===== config.mk =====
export PLATFORM = sky130hd
export DESIGN_NAME = chi_square_two_histogram_distance_top
export DESIGN_NICKNAME = d
export VERILOG_FILES = /design/src/design/chisq_pkg.sv /design/src/design/chisq_front.sv /design/src/design/chisq_queue.sv /design/src/design/chisq_back.sv /design/src/design/chi_square_two_histogram_distance_top.sv
export SDC_FILE = /design/constraint.sdc
export NUM_CORES = 2
export LEC_CHECK = 0
export BUFFER_PORTS_ARGS = -buffer_cell sky130_fd_sc_hd__buf_2
export CORE_MARGIN = 2
export CORE_UTILIZATION = 65
export DETAILED_ROUTE_END_ITERATION = 8
export GPL_ROUTABILITY_DRIVEN = 0
export PLACE_DENSITY_LB_ADDON = 0.1
export SYNTH_ARGS = -nofsm -noshare
export SYNTH_HDL_FRONTEND = slang
export SYNTH_SLANG_ARGS = --single-unit

===== constraint.sdc =====
create_clock -name clk_i -period 19.8 [get_ports clk_i]
set_clock_uncertainty 0.05 [all_clocks]
set_input_delay 3.96 -clock clk_i [delete_from_list [all_inputs] [get_ports clk_i]]
set_output_delay 3.96 -clock clk_i [all_outputs]
set_load 0.02 [all_outputs]

===== src/design/chisq_pkg.sv =====
// Package with shared types and constants of the chi-square distance block.
`timescale 1ns / 1ps
package chisq_pkg;

  localparam int unsigned MaxBins   = 1024;
  localparam int unsigned CountW    = 11;
  localparam int unsigned CountCap  = (MaxBins < 2047) ? MaxBins : 2047;
  localparam int unsigned AccW      = 48;
  localparam int unsigned DiffW     = 32;
  localparam int unsigned SqW       = 64;
  localparam int unsigned DenW      = 17;
  localparam int unsigned QDepth    = 4;
  localparam int unsigned QPtrW     = 2;

  localparam logic [1:0] RegScaleFirst  = 2'd0;
  localparam logic [1:0] RegScaleSecond = 2'd1;
  localparam logic [1:0] RegConstraints = 2'd2;

  // One classified pair, handed from the front part to the divider.
  typedef struct packed {
    logic [DiffW-1:0] diff;
    logic [DenW-1:0]  den;
    logic             empty;
    logic             last;
  } pair_t;

endpackage


===== src/design/chisq_front.sv =====
// Front part: takes bin pairs, scales them and forms the absolute difference.
`timescale 1ns / 1ps
module chisq_front import chisq_pkg::*; (
  input  logic        clk_i,
  input  logic        rst_ni,
  input  logic [15:0] scale_first_i,
  input  logic [15:0] scale_second_i,
  input  logic        in_valid_i,
  output logic        in_ready_o,
  input  logic [15:0] first_bin_i,
  input  logic [15:0] second_bin_i,
  input  logic        last_bin_i,
  output logic        out_valid_o,
  input  logic        out_ready_i,
  output pair_t       out_pair_o
);

  logic             s1_valid_q;
  logic [15:0]      b1_q, b2_q;
  logic             last_q;
  logic [DiffW-1:0] p1_q, p2_q;
  logic             s2_valid_q;
  pair_t            s2_q;
  logic             s2_ready, s1_ready;

  assign s2_ready   = !s2_valid_q || out_ready_i;
  assign s1_ready   = !s1_valid_q || s2_ready;
  assign in_ready_o = s1_ready;

  always_ff @(posedge clk_i or negedge rst_ni) begin
    if (!rst_ni) begin
      s1_valid_q <= 1'b0;
      s2_valid_q <= 1'b0;
    end else begin
      if (s1_ready) s1_valid_q <= in_valid_i;
      if (s2_ready) s2_valid_q <= s1_valid_q;
    end
  end

  always_ff @(posedge clk_i) begin
    if (s1_ready && in_valid_i) begin
      p1_q   <= scale_first_i * first_bin_i;
      p2_q   <= scale_second_i * second_bin_i;
      b1_q   <= first_bin_i;
      b2_q   <= second_bin_i;
      last_q <= last_bin_i;
    end
    if (s2_ready && s1_valid_q) begin
      s2_q.diff  <= (p1_q >= p2_q) ? (p1_q - p2_q) : (p2_q - p1_q);
      s2_q.den   <= {1'b0, b1_q} + {1'b0, b2_q};
      s2_q.empty <= (b1_q == 16'd0) && (b2_q == 16'd0);
      s2_q.last  <= last_q;
    end
  end

  assign out_valid_o = s2_valid_q;
  assign out_pair_o  = s2_q;

endmodule


===== src/design/chisq_queue.sv =====
// Short queue between the front part and the back part.
`timescale 1ns / 1ps
module chisq_queue import chisq_pkg::*; (
  input  logic  clk_i,
  input  logic  rst_ni,
  input  logic  in_valid_i,
  output logic  in_ready_o,
  input  pair_t in_pair_i,
  output logic  out_valid_o,
  input  logic  out_ready_i,
  output pair_t out_pair_o
);

  pair_t          mem_q [QDepth];
  logic [QPtrW-1:0] wr_q, rd_q;
  logic [QPtrW:0]   cnt_q;
  logic             push, pop;

  assign in_ready_o  = cnt_q != QDepth[QPtrW:0];
  assign out_valid_o = cnt_q != '0;
  assign push        = in_valid_i && in_ready_o;
  assign pop         = out_valid_o && out_ready_i;
  assign out_pair_o  = mem_q[rd_q];

  always_ff @(posedge clk_i or negedge rst_ni) begin
    if (!rst_ni) begin
      wr_q  <= '0;
      rd_q  <= '0;
      cnt_q <= '0;
    end else begin
      if (push) wr_q <= wr_q + 1'b1;
      if (pop) rd_q <= rd_q + 1'b1;
      cnt_q <= cnt_q + {{QPtrW{1'b0}}, push} - {{QPtrW{1'b0}}, pop};
    end
  end

  always_ff @(posedge clk_i) begin
    if (push) mem_q[wr_q] <= in_pair_i;
  end

endmodule


===== src/design/chisq_back.sv =====
// Back part: squares, divides one quotient bit a cycle and accumulates.
`timescale 1ns / 1ps
module chisq_back import chisq_pkg::*; (
  input  logic          clk_i,
  input  logic          rst_ni,
  input  logic [1:0]    constraint_count_i,
  input  logic          in_valid_i,
  output logic          in_ready_o,
  input  pair_t         in_pair_i,
  output logic          m_axis_tvalid,
  input  logic          m_axis_tready,
  output logic [63:0]   m_axis_tdata
);

  typedef enum logic [1:0] {StIdle, StSquare, StDiv, StAcc} state_e;

  state_e             state_q;
  logic [DiffW-1:0]   diff_q;
  logic [DenW-1:0]    den_q;
  logic               empty_q, last_q;
  logic [SqW-1:0]     sq_q;
  logic [DenW+16:0]   rem_q;
  logic [AccW-1:0]    quo_q;
  logic [5:0]         bit_q;
  logic [AccW-1:0]    acc_q;
  logic [CountW-1:0]  cnt_q;
  logic               sat_q;
  logic               ovalid_q;
  logic [60:0]        odata_q;
  logic [DenW+16:0]   rem_sh;
  logic [DenW+16:0]   dsor;
  logic [AccW:0]      sum;
  logic               acc_go;

  assign in_ready_o    = (state_q == StIdle);
  assign dsor          = {1'b0, den_q, 16'd0};
  assign rem_sh        = {rem_q[DenW+15:0], sq_q[SqW-1]};
  assign sum           = {1'b0, acc_q} + {1'b0, quo_q};
  assign acc_go        = (state_q == StAcc) && (!last_q || !ovalid_q || m_axis_tready);
  assign m_axis_tvalid = ovalid_q;
  assign m_axis_tdata  = {3'd0, odata_q};

  always_ff @(posedge clk_i or negedge rst_ni) begin
    if (!rst_ni) begin
      state_q  <= StIdle;
      acc_q    <= '0;
      cnt_q    <= '0;
      sat_q    <= 1'b0;
      ovalid_q <= 1'b0;
      bit_q    <= '0;
    end else begin
      if (ovalid_q && m_axis_tready && !(acc_go && last_q)) ovalid_q <= 1'b0;
      case (state_q)
        StIdle: begin
          if (in_valid_i) begin
            diff_q  <= in_pair_i.diff;
            den_q   <= in_pair_i.den;
            empty_q <= in_pair_i.empty;
            last_q  <= in_pair_i.last;
            state_q <= in_pair_i.empty ? StAcc : StSquare;
          end
        end
        StSquare: begin
          sq_q    <= diff_q * diff_q;
          rem_q   <= '0;
          quo_q   <= '0;
          bit_q   <= 6'd63;
          state_q <= StDiv;
        end
        StDiv: begin
          if (rem_sh >= dsor) begin
            rem_q <= rem_sh - dsor;
            quo_q <= {quo_q[AccW-2:0], 1'b1};
          end else begin
            rem_q <= rem_sh;
            quo_q <= {quo_q[AccW-2:0], 1'b0};
          end
          sq_q  <= {sq_q[SqW-2:0], 1'b0};
          bit_q <= bit_q - 1'b1;
          if (bit_q == 6'd0) state_q <= StAcc;
        end
        StAcc: begin
          if (acc_go) begin
            logic [AccW-1:0]   nacc;
            logic [CountW-1:0] ncnt;
            logic              nsat;
            nacc = acc_q;
            ncnt = cnt_q;
            nsat = sat_q;
            if (!empty_q) begin
              if (sum[AccW]) begin
                nacc = '1;
                nsat = 1'b1;
              end else begin
                nacc = sum[AccW-1:0];
              end
              if (ncnt < CountCap[CountW-1:0]) ncnt = ncnt + 1'b1;
            end
            if (last_q) begin
              odata_q  <= {nsat, {1'b0, ncnt} - {10'd0, constraint_count_i}, nacc};
              ovalid_q <= 1'b1;
              acc_q    <= '0;
              cnt_q    <= '0;
              sat_q    <= 1'b0;
            end else begin
              acc_q <= nacc;
              cnt_q <= ncnt;
              sat_q <= nsat;
            end
            state_q <= StIdle;
          end
        end
        default: state_q <= StIdle;
      endcase
    end
  end

endmodule


===== src/design/chi_square_two_histogram_distance_top.sv =====
// Top level of the chi-square distance block over two streamed histograms.
`timescale 1ns / 1ps
// A non-empty bin pair is squared and then divided by the one-bit-per-cycle
// restoring divider in the back part; an all-zero pair skips both. Until
// they fill, the front part and a four-entry queue keep taking beats while
// the divider works. One result beat leaves on each beat with tlast set.
module chi_square_two_histogram_distance_top import chisq_pkg::*; (
  input  logic        clk_i,
  input  logic        rst_ni,
  input  logic        cfg_we_i,
  input  logic [1:0]  cfg_index_i,
  input  logic [15:0] cfg_data_i,
  input  logic        s_axis_tvalid,
  output logic        s_axis_tready,
  input  logic [31:0] s_axis_tdata,  // first_bin, second_bin
  input  logic        s_axis_tlast,
  output logic        m_axis_tvalid,
  input  logic        m_axis_tready,
  output logic [63:0] m_axis_tdata   // chi_square, degrees_of_freedom, overflowed
);

  logic [15:0] scale_first_q, scale_second_q;
  logic [1:0]  constraint_q;
  logic        f_valid, f_ready, b_valid, b_ready;
  pair_t       f_pair, b_pair;

  always_ff @(posedge clk_i or negedge rst_ni) begin
    if (!rst_ni) begin
      scale_first_q  <= 16'd4096;
      scale_second_q <= 16'd4096;
      constraint_q   <= 2'd1;
    end else if (cfg_we_i) begin
      case (cfg_index_i)
        RegScaleFirst:  scale_first_q  <= cfg_data_i;
        RegScaleSecond: scale_second_q <= cfg_data_i;
        RegConstraints: constraint_q   <= cfg_data_i[1:0];
        default: ;
      endcase
    end
  end

  chisq_front u_front (
    .clk_i, .rst_ni,
    .scale_first_i(scale_first_q), .scale_second_i(scale_second_q),
    .in_valid_i(s_axis_tvalid), .in_ready_o(s_axis_tready),
    .first_bin_i(s_axis_tdata[15:0]), .second_bin_i(s_axis_tdata[31:16]),
    .last_bin_i(s_axis_tlast),
    .out_valid_o(f_valid), .out_ready_i(f_ready), .out_pair_o(f_pair)
  );

  chisq_queue u_queue (
    .clk_i, .rst_ni,
    .in_valid_i(f_valid), .in_ready_o(f_ready), .in_pair_i(f_pair),
    .out_valid_o(b_valid), .out_ready_i(b_ready), .out_pair_o(b_pair)
  );

  chisq_back u_back (
    .clk_i, .rst_ni,
    .constraint_count_i(constraint_q),
    .in_valid_i(b_valid), .in_ready_o(b_ready), .in_pair_i(b_pair),
    .m_axis_tvalid, .m_axis_tready, .m_axis_tdata
  );

`ifndef SYNTHESIS
  a_out_hold: assert property (@(posedge clk_i) disable iff (!rst_ni)
    m_axis_tvalid && !m_axis_tready |=> m_axis_tvalid && $stable(m_axis_tdata))
    else $error("result beat changed while stalled");
  a_pad_zero: assert property (@(posedge clk_i) disable iff (!rst_ni)
    m_axis_tvalid |-> m_axis_tdata[63:61] == 3'd0)
    else $error("result padding not zero");
  a_queue_flow: assert property (@(posedge clk_i) disable iff (!rst_ni)
    b_valid && !b_ready |=> b_valid)
    else $error("queue lost an entry");
`endif

endmodule

== Yosys cells after proc, flatten, opt, wreduce, memory -nomap -nowiden ==
Memories as Yosys holds them, arrays and structs flattened.
Cells that the tools add are included.

* Flip-flop bits (word level): 517
* RAM bits: 204
* Input port bits: 56
* Output and inout port bits: 66
* Memories: 1

{| class="wikitable"
|+ Memory list
! name !! words !! bits a word !! read ports !! clocked after Yosys merged registers in !! write ports !! RTL line !! source
|-
| u_queue.mem_q || 4 || 51 || 1 || 0 || 1 || chisq_queue.sv:14 || <nowiki>pair_t mem_q [QDepth];</nowiki>
|}

* $add $sub $neg: 12
* Multiply operators: 3
* $lt $le $gt $ge: 3
* Equal/unequal tests: 9
* Muxes and demuxes: 29
* Reduce and logical (&&, ||, !) cells: 33

{| class="wikitable"
|+ Operators with widths
! operator !! number
|-
| 48-bit two-way mux || 3
|-
| 64-bit case mux with 2 select lines || 1
|-
| 48-bit case mux with 2 select lines || 1
|-
| 33-bit case mux with 2 select lines || 1
|-
| 16-bit by 16-bit multiplier with 32-bit output || 2
|-
| 32-bit by 32-bit multiplier with 64-bit output || 1
|-
| 32-bit subtractor || 2
|-
| 11-bit two-way mux || 5
|-
| 48-bit by 48-bit adder with 49-bit output || 1
|-
| 34-bit by 33-bit >= comparator with 1-bit output || 1
|-
| 33-bit two-way mux || 1
|-
| 33-bit subtractor || 1
|-
| 32-bit >= comparator || 1
|-
| 16-bit logical NOT || 2
|-
| 32-bit two-way mux || 1
|-
| 16-bit by 16-bit adder with 17-bit output || 1
|-
| 6-bit case mux with 2 select lines || 1
|-
| 11-bit by 2-bit subtractor with 12-bit output || 1
|-
| 11-bit by 1-bit adder with 11-bit output (second input constant) || 1
|-
| 11-bit < comparator (second input constant) || 1
|-
| 1-bit two-way mux || 10
|-
| 2-bit AND reduction || 5
|-
| 1-bit logical AND || 9
|-
| 2-bit two-way mux || 4
|-
| other kinds (17) || 32
|}

== Logic depth before layout (Yosys ltp) ==
* Word-level depth: 11
* Mapped depth: 31
* Gate-level depth less buffers: 28

== Hierarchy ==
A second synthesis with hierarchy kept.

* Cells, all modules: 7859
* Area total of the unflattened synthesis: 81349.3 um^2

{| class="wikitable"
|+ By module, submodules not included
! module !! times used !! cells an instance !! area each (um^2)
|-
| chisq_back || 1 || 4780 || 46653.5
|-
| chisq_front || 1 || 2698 || 25510.7
|-
| chisq_queue || 1 || 308 || 7891.3
|-
| chi_square_two_histogram_distance_top || 1 || 73 || 1293.7
|}

== Least setup slack after synthesis ==
Ideal clock, no wire load.

* Kind: input to register
* From: input port s_axis_tdata[17]
* To: register u_front.p2_q[30], data pin
* Library setup time: 0.259 ns
* Arrival time: 9.836 ns
* Required time: 19.491 ns
* Path slack: 9.655 ns
* Stages: 23
* Path through: clkbuf_1 -> nand2_1 -> fa_1 -> inv_1 -> fa_1 -> inv_1 -> fa_1 -> inv_1 -> fa_1 -> inv_1 -> fa_1 -> inv_1 -> fa_1 -> ha_1 -> or4_1 -> a31oi_2 -> a21oi_2 -> a41o_1 -> or4_1 -> and3_4 -> a2111oi_4 -> a21oi_2 -> xor2_1

* Longest elaborated chain between the ends: 1

{| class="wikitable"
|+ RTL lines
! what !! RTL line !! source
|-
| start: declaration || chi_square_two_histogram_distance_top.sv:15 || <nowiki>input logic [31:0] s_axis_tdata,</nowiki>
|-
| 16-bit by 16-bit multiplier with 32-bit output || chisq_front.sv:43 || <nowiki>p2_q <= scale_second_i * second_bin_i;</nowiki>
|-
| end signal: assignment || chisq_front.sv:43 ||
|-
| end: declaration || chisq_front.sv:21 || <nowiki>logic [DiffW-1:0] p1_q, p2_q;</nowiki>
|}

Every way passes these cells.
A chain may end at the register's enable or synchronous reset.

== Worst setup path in the final report ==
* From: input port s_axis_tdata[18]
* To: register u_front.p2_q[30], data pin

Same word-level chain as after synthesis.

==> insert_results.sql <==
INSERT INTO impl_metrics (metric_group, metric, value, unit) VALUES
('cts', 'cts_hold_buffers', '0', ''),
('global_route', 'remaining_global_route_overflow', '0', ''),
('route', 'drt.antenna.violating_nets', '0', ''),
('route', 'post_drt_wl_per_cell', '20.7', 'um'),
('route', 'drt_iter0_markers', '4256', ''),
('setup_path', 'critical_path_arrival', '10390', 'ps'),
('placed_design', 'buffer_ports.inserted', '118', ''),
('timing', 'hold_violations_final', '0', ''),
('synth', 'netlist_top_cells_area', 'sky130_fd_sc_hd__fa_1 (30%), sky130_fd_sc_hd__edfxtp_1 (23%), sky130_fd_sc_hd__ha_1 (10%), sky130_fd_sc_hd__inv_1 (7.3%), sky130_fd_sc_hd__and2_1 (3.9%)', ''),
('cts', 'cts_root_buffer', 'sky130_fd_sc_hd__clkbuf_16', ''),
('cts', 'h-tree-depth', '3', ''),
('die', 'dieArea', '0.126', 'mm^2'),
('synth', 'gate_count_of_the_mapped_netlist', '7687', ''),
('die', 'num_io_pins', '122', ''),
('synth', 'seq_area_frac_synth', '0.264', ''),
('cts', 'clk_latency', '690', 'ps'),
('setup_path', 'setup.worst_path.end_class', 'flip-flop', ''),
('route', 'met2RoutedLength', '93600', 'um'),
('timing', 'worstMarginPinSlew', '1170', 'ps'),
('synth', 'synth.yosys.warnings', '0', ''),
('synth', 'synthesis.area_per_instance', '10.4', 'um^2'),
('setup_path', 'path_common_cell', 'sky130_fd_sc_hd__fa_1', ''),
('cells_and_area', 'finalNonFillerCells', '9338', ''),
('timing', 'final_max_slew_viol_count', '0', ''),
('cts', 'tritoncts', 'done', ''),
('synth', 'synth_top_area_share', '0.297', ''),
('synth', 'syn-cell-area', '0.0800', 'mm^2'),
('route', 'wl_met3', '12900', 'um'),
('cts', 'cts.repair.resized', '0', ''),
('outcome', 'run_status', 'complete, but fails checks', ''),
('cells_and_area', 'diodes_inserted', '0', ''),
('route', 'wirelength', '194000', 'um'),
('run', 'drv_cap', '0', ''),
('cts', 'clk_pin_slew', '60', 'ps'),
('timing', 'period_minus_slack', '10010', 'ps'),
('setup_path', 'r2r_setup_slack', '10350', 'ps'),
('global_route', 'grt_antenna_before_repair', '8', ''),
('global_route', 'grt_max_degree', '98', ''),
('cts', 'cts_inserted_buffers', '75', ''),
('cells_and_area', 'area_growth', '5.70', '%'),
('route', 'wl_met1', '78200', 'um'),
('cells_and_area', 'post_route_cells_drive_above_1_share', '0.0615', ''),
('synth', 'yosysMostFrequentCell', 'sky130_fd_sc_hd__inv_1', ''),
('setup_path', 'cp_slowest_cell', 'sky130_fd_sc_hd__fa_1', ''),
('setup_path', 'critical_path.top_delay_family', 'adder cells', ''),
('timing', 'setup-tns-final', '0', 'ps'),
('setup_path', 'cp_max_fo', '17', ''),
('synth', 'synth_edf_count', '609', ''),
('global_route', 'global_route.usage.total', '0.321', ''),
('cts', 'cts_post_setup_buffers_inserted', '0', ''),
('synth', 'post_synth_arst_share', '0.155', ''),
('timing', 'max_slew_margin', '0.218', ''),
('placed_design', 'place.detailed.instances', '9201', ''),
('setup_path', 'critPathBufInv', '6', ''),
('setup_path', 'critical_path.max_stage_delay', '550', 'ps'),
('setup_path', 'critPathKind', 'input pin to flip-flop', ''),
('route', 'num_vias', '54200', ''),
('synth', 'synth_seq_cells', '721', ''),
('route', 'per_cell_via_count_in_the_routed_design', '5.80', ''),
('route', 'drc', '1', ''),
('global_route', 'first_global_vias', '58000', ''),
('timing', 'setup_viol', '0', ''),
('outcome', 'failed_checks', 'DRC', ''),
('global_route', 'grt_pass1_wl', '315000', 'um'),
('die', 'initial_utilization', '0.656', ''),
('min_path', 'worst_hold_path_type', 'flip-flop to flip-flop', ''),
('timing', 'timing.fmax', '99.9', 'MHz'),
('cells_and_area', 'final.fill_count', '9225', ''),
('route', 'detail_route.first_pass.iterations', '8', ''),
('route', 'maxUsedRoutingLayer', 'met5', ''),
('synth', 'dominantRegCellSynth', 'sky130_fd_sc_hd__edfxtp_1', '');
[routing by layer]
metal  vias up  global-route usage
met3       474              0.0414
met2      1945               0.530
met4         4               0.131
met1     27400               0.435
met5         -                   0
li1      24400                   -
[through the flow]
step	setup slack [ps]	area (um^2)	hold slack (ps)
floorplan	9650	80000	350
global placement	9270	82000	419
detailed placement	9140	82000	433
CTS	9860	84500	415
global route	9490	84500	447
finish	9790	84500	425
[path summary, 6_finish.rpt]
kind | cells past startpoint | to | from
worst min register to register | 0 | u_queue.mem_q[2][14] | u_front.out_pair_o[14]
worst min-delay path | 0 | u_queue.mem_q[2][14] | u_front.out_pair_o[14]
max in group asynchronous | 2 | u_queue.rd_q[0] | rst_ni
min in group asynchronous | 1 | constraint_q[1] | rst_ni
worst max-delay path | 25 | u_front.p2_q[30] | s_axis_tdata[18]
worst max register to register | 25 | u_back.sq_q[56] | u_back.diff_q[5]
[worst reg2reg max path: cells and delay by family (launching register included)]
kind            cells  cell delay (ps)
fa+ha+maj           9             4380
compound gates      9             2520
flops               1              990
buf+inv             4              660
simple gates        2              390
xor+xnor            1              170
[kinds of logic (layout without fill, tap and decap cells)]
family / Yosys count / in the layout / synth area share
muxes: 129 / 129 / 0.0249
buffers and inverters: 1870 / 1894 / 0.0882
adders and majority gates: 1854 / 1854 / 0.401
other: 1 / 3 / 0.0000469
xor gates and xnor gates: 269 / 269 / 0.0295
AOI/OAI and AO/OA: 1019 / 1019 / 0.0822
and+or+nand+nor: 1824 / 1824 / 0.110
DFF: 721 / 721 / 0.264
[cell usage in the layout (no fill, tap or decap), types with 33 or more instances in the layout]
master                         n
sky130_fd_sc_hd__nand4_1      40
sky130_fd_sc_hd__mux2_2       50
sky130_fd_sc_hd__xnor2_1     160
sky130_fd_sc_hd__fa_1       1187
sky130_fd_sc_hd__o21ai_0     227
sky130_fd_sc_hd__o21bai_1     44
sky130_fd_sc_hd__nor3_1       35
sky130_fd_sc_hd__mux4_2       51
sky130_fd_sc_hd__a31oi_1      44
sky130_fd_sc_hd__buf_4        73
sky130_fd_sc_hd__ha_1        666
sky130_fd_sc_hd__nand2_1     799
sky130_fd_sc_hd__nor2b_1      43
sky130_fd_sc_hd__dfrtp_1     107
sky130_fd_sc_hd__xor2_1      109
sky130_fd_sc_hd__and3_1       33
sky130_fd_sc_hd__nand2b_1     35
sky130_fd_sc_hd__nand3_1      47
sky130_fd_sc_hd__buf_2       117
sky130_fd_sc_hd__a21o_1      170
sky130_fd_sc_hd__clkbuf_16    78
sky130_fd_sc_hd__a21oi_1     278
sky130_fd_sc_hd__and2_1      490
sky130_fd_sc_hd__inv_1      1566
sky130_fd_sc_hd__nor2_1      225
sky130_fd_sc_hd__edfxtp_1    609
[layout make-up]
cell class,instances,area (um^2),area share
Tap cell,1625,2030,0.0240
Inverter,1567,5880,0.0696
Multi-Input combinational cell,5098,51900,0.614
Timing Repair Buffer,190,1130,0.0134
Clock inverter,37,454,0.00537
Clock buffer,100,2050,0.0243
Sequential cell,721,21100,0.250
[sequential cells by signal (all words and copies together) (netlist names), 3 cells and up]
register            count
scale_first_q          16
scale_second_q         16
u_back.acc_q           48
u_back.bit_q            6
u_back.cnt_q           11
u_back.den_q           17
u_back.diff_q          32
u_back.odata_q         61
u_back.quo_q           48
u_back.rem_q           33
u_back.sq_q            64
u_front.b1_q           16
u_front.b2_q           16
u_front.out_pair_o     51
u_front.p1_q           32
u_front.p2_q           32
u_queue.cnt_q           3
u_queue.mem_q         204
Power is left out: the tool's default activity adds up to more than one toggle a clock period on the data nets, which glitch-free logic cannot reach.
